===== src/sv/srf_pkg.sv =====
// shared constants and types for the serial register file slave
// no dependencies
package srf_pkg;

  localparam int STORE_DEPTH_DEF = 12;

  localparam logic [7:0] CMD_READ      = 8'h23;
  localparam logic [7:0] CMD_WRITE     = 8'h2A;
  localparam logic [7:0] TIMEOUT_RESET = 8'd100;

  // store access requested by the command decoder for one item
  typedef struct packed {
    logic       rd_en;
    logic       wr_en;
    logic [7:0] addr;
    logic [7:0] data;
  } mem_req_t;

endpackage


===== src/sv/srf_ram.sv =====
// generic single write port ram with registered read
// no dependencies
module srf_ram #(
  parameter int WIDTH = 8,
  parameter int DEPTH = 12
) (
  input  logic                                   clk,
  input  logic                                   we,
  input  logic [((DEPTH > 1) ? $clog2(DEPTH) : 1)-1:0] waddr,
  input  logic [WIDTH-1:0]                       wdata,
  input  logic                                   re,
  input  logic [((DEPTH > 1) ? $clog2(DEPTH) : 1)-1:0] raddr,
  output logic [WIDTH-1:0]                       rdata_r
);

  logic [WIDTH-1:0] mem [DEPTH];

  always_ff @(posedge clk) begin
    if (we) begin
      mem[waddr] <= wdata;
    end
    if (re) begin
      rdata_r <= mem[raddr];
    end
  end

endmodule


===== src/sv/srf_ctrl.sv =====
// command decoder: phase, byte timeout counter and timeout register
// depends on srf_pkg
module srf_ctrl (
  input  logic             clk,
  input  logic             rst_n,
  input  logic             acc,
  input  logic             op,
  input  logic [7:0]       rx_byte,
  input  logic             cfg_we,
  input  logic [7:0]       cfg_data,
  output srf_pkg::mem_req_t req
);
  import srf_pkg::*;

  localparam logic [1:0] PH_IDLE    = 2'd0;
  localparam logic [1:0] PH_RD_ADDR = 2'd1;
  localparam logic [1:0] PH_WR_ADDR = 2'd2;
  localparam logic [1:0] PH_WR_DATA = 2'd3;

  logic [1:0] phase_r, phase_nxt;
  logic [7:0] wait_r, wait_nxt;
  logic [7:0] held_r, held_nxt;
  logic [7:0] timeout_r;
  logic [7:0] cnt_inc;

  assign cnt_inc = wait_r + 8'd1;

  always_comb begin
    phase_nxt = phase_r;
    wait_nxt  = wait_r;
    held_nxt  = held_r;
    req       = '0;
    req.data  = rx_byte;
    if (acc) begin
      if (op) begin
        if (phase_r != PH_IDLE) begin
          wait_nxt = cnt_inc;
          if (cnt_inc >= timeout_r) begin
            phase_nxt = PH_IDLE;
            wait_nxt  = 8'd0;
          end
        end
      end else begin
        case (phase_r)
          PH_IDLE: begin
            if (rx_byte == CMD_READ) begin
              phase_nxt = PH_RD_ADDR;
              wait_nxt  = 8'd0;
            end else if (rx_byte == CMD_WRITE) begin
              phase_nxt = PH_WR_ADDR;
              wait_nxt  = 8'd0;
            end
          end
          PH_RD_ADDR: begin
            req.rd_en = 1'b1;
            req.addr  = rx_byte;
            phase_nxt = PH_IDLE;
            wait_nxt  = 8'd0;
          end
          PH_WR_ADDR: begin
            held_nxt  = rx_byte;
            phase_nxt = PH_WR_DATA;
            wait_nxt  = 8'd0;
          end
          default: begin
            req.wr_en = 1'b1;
            req.addr  = held_r;
            phase_nxt = PH_IDLE;
            wait_nxt  = 8'd0;
          end
        endcase
      end
    end
  end

  always_ff @(posedge clk) begin
    if (!rst_n) begin
      phase_r   <= PH_IDLE;
      wait_r    <= 8'd0;
      held_r    <= 8'd0;
      timeout_r <= TIMEOUT_RESET;
    end else begin
      phase_r <= phase_nxt;
      wait_r  <= wait_nxt;
      held_r  <= held_nxt;
      if (cfg_we) begin
        timeout_r <= cfg_data;
      end
    end
  end

  // counter only runs while a command is open
  a_idle_wait_zero: assert property (@(posedge clk) disable iff (!rst_n)
    phase_r == PH_IDLE |-> wait_r == 8'd0)
    else $error("wait count nonzero while idle");

  a_one_access: assert property (@(posedge clk) disable iff (!rst_n)
    !(req.rd_en && req.wr_en))
    else $error("read and write requested by one item");

  a_write_after_addr: assert property (@(posedge clk) disable iff (!rst_n)
    req.wr_en |-> $past(phase_nxt) == PH_WR_DATA || phase_r == PH_WR_DATA)
    else $error("write issued outside write data phase");

endmodule


===== src/sv/serial_register_file_slave.sv =====
// serial register file slave: read address item gives its result via the
// registered store read, then the output register; one item per cycle
// is accepted, limited only when the output register and read stage both stall
// synchronous active-low reset clears control state, timeout (to 100) and the
// per-entry valid bits, so every store entry reads as zero at once after reset
// depends on srf_pkg, srf_ram, srf_ctrl
module serial_register_file_slave #(
  parameter int STORE_DEPTH = srf_pkg::STORE_DEPTH_DEF
) (
  input  logic       clk,
  input  logic       rst_n,
  input  logic       in_valid,
  output logic       in_ready,
  input  logic       in_op,
  input  logic [7:0] in_rx_byte,
  output logic       out_valid,
  input  logic       out_ready,
  output logic [7:0] out_tx_byte,
  output logic       out_bad_address,
  input  logic       cfg_valid,
  output logic       cfg_ready,
  input  logic [7:0] cfg_data
);
  import srf_pkg::*;

  localparam int AW = (STORE_DEPTH > 1) ? $clog2(STORE_DEPTH) : 1;

  mem_req_t         req;
  logic             acc;
  logic             in_range;
  logic [AW-1:0]    idx;
  logic [7:0]       rdata_r;
  logic             ent_vld_r [STORE_DEPTH];
  logic             pend_r;
  logic             pend_bad_r;
  logic             pend_vld_r;
  logic             out_valid_r;
  logic [7:0]       out_tx_r;
  logic             out_bad_r;
  logic             out_free;
  logic             pend_adv;

  assign acc       = in_valid && in_ready;
  assign cfg_ready = 1'b1;
  assign out_free  = !out_valid_r || out_ready;
  assign pend_adv  = pend_r && out_free;
  assign in_ready  = !pend_r || out_free;

  assign in_range = {1'b0, req.addr} < 9'(STORE_DEPTH);
  assign idx      = req.addr[AW-1:0];

  srf_ctrl u_ctrl (
    .clk      (clk),
    .rst_n    (rst_n),
    .acc      (acc),
    .op       (in_op),
    .rx_byte  (in_rx_byte),
    .cfg_we   (cfg_valid && cfg_ready),
    .cfg_data (cfg_data),
    .req      (req)
  );

  srf_ram #(
    .WIDTH (8),
    .DEPTH (STORE_DEPTH)
  ) u_store (
    .clk     (clk),
    .we      (req.wr_en && in_range),
    .waddr   (idx),
    .wdata   (req.data),
    .re      (req.rd_en && in_range),
    .raddr   (idx),
    .rdata_r (rdata_r)
  );

  always_ff @(posedge clk) begin
    if (!rst_n) begin
      for (int i = 0; i < STORE_DEPTH; i++) begin
        ent_vld_r[i] <= 1'b0;
      end
    end else if (req.wr_en && in_range) begin
      ent_vld_r[idx] <= 1'b1;
    end
  end

  // read stage and output register
  always_ff @(posedge clk) begin
    if (!rst_n) begin
      pend_r      <= 1'b0;
      out_valid_r <= 1'b0;
    end else begin
      if (req.rd_en) begin
        pend_r <= 1'b1;
      end else if (pend_adv) begin
        pend_r <= 1'b0;
      end
      if (pend_adv) begin
        out_valid_r <= 1'b1;
      end else if (out_ready) begin
        out_valid_r <= 1'b0;
      end
    end
  end

  always_ff @(posedge clk) begin
    if (req.rd_en) begin
      pend_bad_r <= !in_range;
      pend_vld_r <= in_range && ent_vld_r[idx];
    end
    if (pend_adv) begin
      out_tx_r  <= (pend_bad_r || !pend_vld_r) ? 8'd0 : rdata_r;
      out_bad_r <= pend_bad_r;
    end
  end

  assign out_valid       = out_valid_r;
  assign out_tx_byte     = out_tx_r;
  assign out_bad_address = out_bad_r;

  a_stall_blocks_input: assert property (@(posedge clk) disable iff (!rst_n)
    pend_r && out_valid_r && !out_ready |-> !in_ready)
    else $error("item accepted while read stage is stalled");

  a_read_enters_stage: assert property (@(posedge clk) disable iff (!rst_n)
    req.rd_en |=> pend_r)
    else $error("read item lost before read stage");

  a_bad_reads_zero: assert property (@(posedge clk) disable iff (!rst_n)
    out_valid_r && out_bad_r |-> out_tx_r == 8'd0)
    else $error("out of range read returned nonzero data");

endmodule


===== config.mk =====
export PLATFORM = sky130hd
export DESIGN_NAME = serial_register_file_slave
export DESIGN_NICKNAME = d
export VERILOG_FILES = /design/src/sv/srf_pkg.sv /design/src/sv/srf_ram.sv /design/src/sv/srf_ctrl.sv /design/src/sv/serial_register_file_slave.sv
export SDC_FILE = /design/constraint.sdc
export NUM_CORES = 1
export LEC_CHECK = 0
export ABC_CLOCK_PERIOD_IN_PS = 10900
export BUFFER_PORTS_ARGS = -buffer_cell sky130_fd_sc_hd__buf_2
export CORE_MARGIN = 3
export CORE_UTILIZATION = 35
export CTS_CLUSTER_DIAMETER = 40
export DETAILED_ROUTE_END_ITERATION = 8
export GPL_ROUTABILITY_DRIVEN = 0
export GPL_TIMING_DRIVEN = 0
export HOLD_SLACK_MARGIN = 0.12
export RECOVER_POWER = 50
export REMOVE_ABC_BUFFERS = 1
export SLEW_MARGIN = 20
export SYNTH_ARGS = -nofsm -noshare
export SYNTH_HDL_FRONTEND = slang
export SYNTH_HIERARCHICAL = 1
export SYNTH_SLANG_ARGS = --single-unit

===== constraint.sdc =====
create_clock -name clk -period 10.9 [get_ports clk]
set_input_delay 0.545 -clock clk [delete_from_list [all_inputs] [get_ports clk]]
set_output_delay 0.545 -clock clk [all_outputs]
set_load 0.005 [all_outputs]

==> impl_results.md <==
- Run status: complete, no violations
- Fraction of final layout cells with drive strength greater than 1: 16.5%
- Data required time of the worst path: 10.94 ns
- Placed instance area: 0.00685 mm^2
- Most common library cell in the layout ignoring fill and taps: edfxtp_1
- Clock root buffer: clkbuf_16
- Maximum Capacitance Violations: 0
- Proportion of synthesized chip area in sequential cells: 65.2%
- Number of warnings reported in the yosys synthesis log: 6
- Maximum clock rate: 0.235 GHz
- Full die area: 0.0203 mm^2
- Area growth from synthesis to layout: 13.6%
- Setup ws final: 6.65 ns
- Remaining antenna violation count: 0
- Area taken by flip-flops and latches: 0.00425 mm^2
- Global-route wire length before repair: 20100 um
- Total CTS buffers: 17
- Area taken by multi-input logic gates: 0.00208 mm^2
- Distinct cell type count of the synthesized netlist: 56
- Ant. Diodes: 0
- Total wirelength of the detailed-routed design: 12600 um
- Yosys top cell by area: edfxtp_1
- Maximum buffer depth of the clock tree: 2
- Total Negative Setup Slacks: 0 ns
- Nets: 504
- Number of hold violations in the final report: 0
- Reg-to-reg setup timing slack: 6.65 ns
- Number of vias after detailed routing: 3641
- Clock tree from TritonCTS: done
- Post-layout util: 40.9%
- Hold path depth: 3
- Cell count after synthesis: 447
- Yosys top cell area share: 52.9%
- Path class of the lowest-slack min-delay path: in2reg
- Post-CTS Resized: 0
- Placeable core region: 0.0181 mm^2
- Worst Max-Slew Pin Slew: 0.969 ns
- Number of antenna violations at the first check in global routing: 0
- Final period util: 39.0%
- Synth Area per Inst: 14.6 um^2
- WS Path Type: reg2reg
- Area of all placed cells without fillers: 0.00741 mm^2
- Most frequent cells in the layout: edfxtp_1 (115), dfxtp_1 (40), nand2_1 (33)
- Port Buffer Count: 32
- Critical path startpoint category: flip-flop
- Clock network fraction of total power: 46.8%
- Total internal power: 996 uW
- Post-DR wirelength/cell: 17.6 um
- # H-tree levels: 4
- Relative slew slack: 34.5%
- Max FO, Critical Path: 12
- Critical Path Sink Type: flip-flop
- Cell row count: 49
- PD cells: 167 mW/mm^2
- Async SR Flop Fraction: 0%
- Combinational share of power: 1.8%
- Starting density of the core: 35.9%
- Synthesis-stage register bit count: 155
- Synth Cell Area: 0.00652 mm^2
- Max-slew violations: 0
- Number of enable-type register cells in the synthesized netlist: 115
- Via count of the first global-routing pass: 3702
- Largest voltage drop on the vdd net: 0.116 mV
- Via density per instance: 5.09
- Most common flop cell mapped by yosys: edfxtp_1
- WP data arrival: 4.29 ns
- Die X: 143 um
- Static leakage power: 0.00249 uW
- Largest net degree at the start of global routing: 40
- Clock transition at path regs: 0.06 ns
- Pre-CTS WS: 6.33 ns
- Pre-Repair DR Iteration Count: 4
- Worst r2r src: out_valid
- Worst-skew pair later-pin latency: 0.41 ns
- DRC violations left: 0
- Critical R2R Capture: u_store/mem[3][2]
- Final number of setup-violating endpoints: 0
- Net switching component of the power: 238 uW
- Detailed Place HPWL: 8300 um
- Boundary Pins: 34
- Filler instances: 1677
- Global route total overflow: 0
- Sink of the worst hold path: u_ctrl/timeout_r[5]
- Critical path startpoint: out_valid
- Number of clock sinks seen by CTS: 155
- Setup fix buffers added after clock tree synthesis: 0
- Part of the power in registers: 51.4%
- Setup skew after layout: 0.00724 ns
- Top cells by area, synth: edfxtp_1 (53%), dfxtp_1 (12%), mux4_2 (5.9%), mux2i_1 (4.6%), nand2_1 (1.9%)
- Shortest period the worst path allows: 4.25 ns
- Worst r2r path cells: 10
- Design Power: 1230 uW
- RSZ-0062 raised after global routing: no
- Switching Share: 19.3%
- Number of buffers added to fix hold violations after cts: 0
- Iter 0 DRT Violations: 248
- Total Routing Usage GR: 13.2%
- Hold Crit Start: cfg_data[5]
- Die H: 143 um
worst max-delay path, cell delays in order (launching register included):
cell	delay, ns
dfxtp_1	0.35
nor2b_1	0.28
nand2_1	0.13
and2_0	0.19
and2b_1	0.20
and3_1	0.34
a22o_1	0.32
nor4_4	0.56
and3_2	0.32
or3b_2	0.50
nor2_1	0.68
registers in the layout (all words and copies together), names as in the netlist:
| register | count |
|---|---|
| pend_bad_r | 1 |
| out_tx_byte | 8 |
| out_valid | 1 |
| u_ctrl/held_r | 8 |
| u_store/rdata_r | 8 |
| u_ctrl/wait_r | 8 |
| out_bad_address | 1 |
| u_ctrl/phase_r | 2 |
| u_store/mem | 96 |
| pend_r | 1 |
| u_ctrl/timeout_r | 8 |
| ent_vld_r | 12 |
| pend_vld_r | 1 |
metrics by stage:
step	std cells	hold slack (ns)
global placement	681	0.438
finish	715	0.362
CTS	715	0.336
detailed placement	683	0.448
global route	715	0.336
floorplan	420	0.422
area by class of cell:
cell class                      count  share of cell area [%]
Inverter                            8                   0.405
Clock inverter                     14                    2.04
Sequential cell                   155                    57.4
Clock buffer                       18                    5.79
Timing Repair Buffer               34                    2.45
Multi-Input combinational cell    257                    28.1
Tap cell                          229                    3.86
power groups by stage:
stage | clock network, uW | registers [uW] | logic, uW
floorplan | 0 | 646 | 8.55
finish | 578 | 634 | 22.7
detailed placement | 0 | 647 | 23.4
global placement | 0 | 646 | 22.5
CTS | 593 | 634 | 23.6
global route | 622 | 634 | 25.9
logic make-up after synthesis:
| family | synth area share, % |
|---|---|
| buf+inv | 3.24 |
| mux | 11.3 |
| flops | 65.2 |
| simple gates | 10.5 |
| xor+xnor | 0.940 |
| compound gates | 7.08 |
| fa+ha+maj | 1.73 |
| other cells | 0.0575 |
worst max-delay path by stage:
stage                                     to  slack [ns]  cells past startpoint
after CTS                  u_store/mem[3][2]        6.62                     10
after global placement    u_store/rdata_r[7]        5.34                     11
after detailed placement   u_store/mem[3][1]        6.33                     11
final                      u_store/mem[3][2]        6.65                     10
after global routing       u_store/mem[3][2]        6.37                     10
after floorplan           u_store/rdata_r[0]        6.67                     10
routing by layer:
layer,up-vias,wire length (um),global-route usage [%]
met2,77,6340,21.8
met3,9,624,4.37
met4,0,149,4.05
met1,1795,5440,16.5
li1,1760,-,-
met5,-,0,0
synth_stat cells (8+ instances only):
| cell | instances |
|---|---|
| a21oi_1 | 9 |
| a22o_1 | 8 |
| a22oi_1 | 8 |
| and2_1 | 10 |
| buf_4 | 10 |
| clkbuf_1 | 8 |
| dfxtp_1 | 40 |
| edfxtp_1 | 115 |
| ha_1 | 9 |
| inv_1 | 8 |
| mux2i_1 | 30 |
| mux4_2 | 17 |
| nand2_1 | 33 |
| nand3_1 | 11 |
| nor2_1 | 30 |
| nor2b_1 | 9 |
| o21ai_0 | 9 |
| o221ai_1 | 8 |
Power figures use the tool's default switching activity.
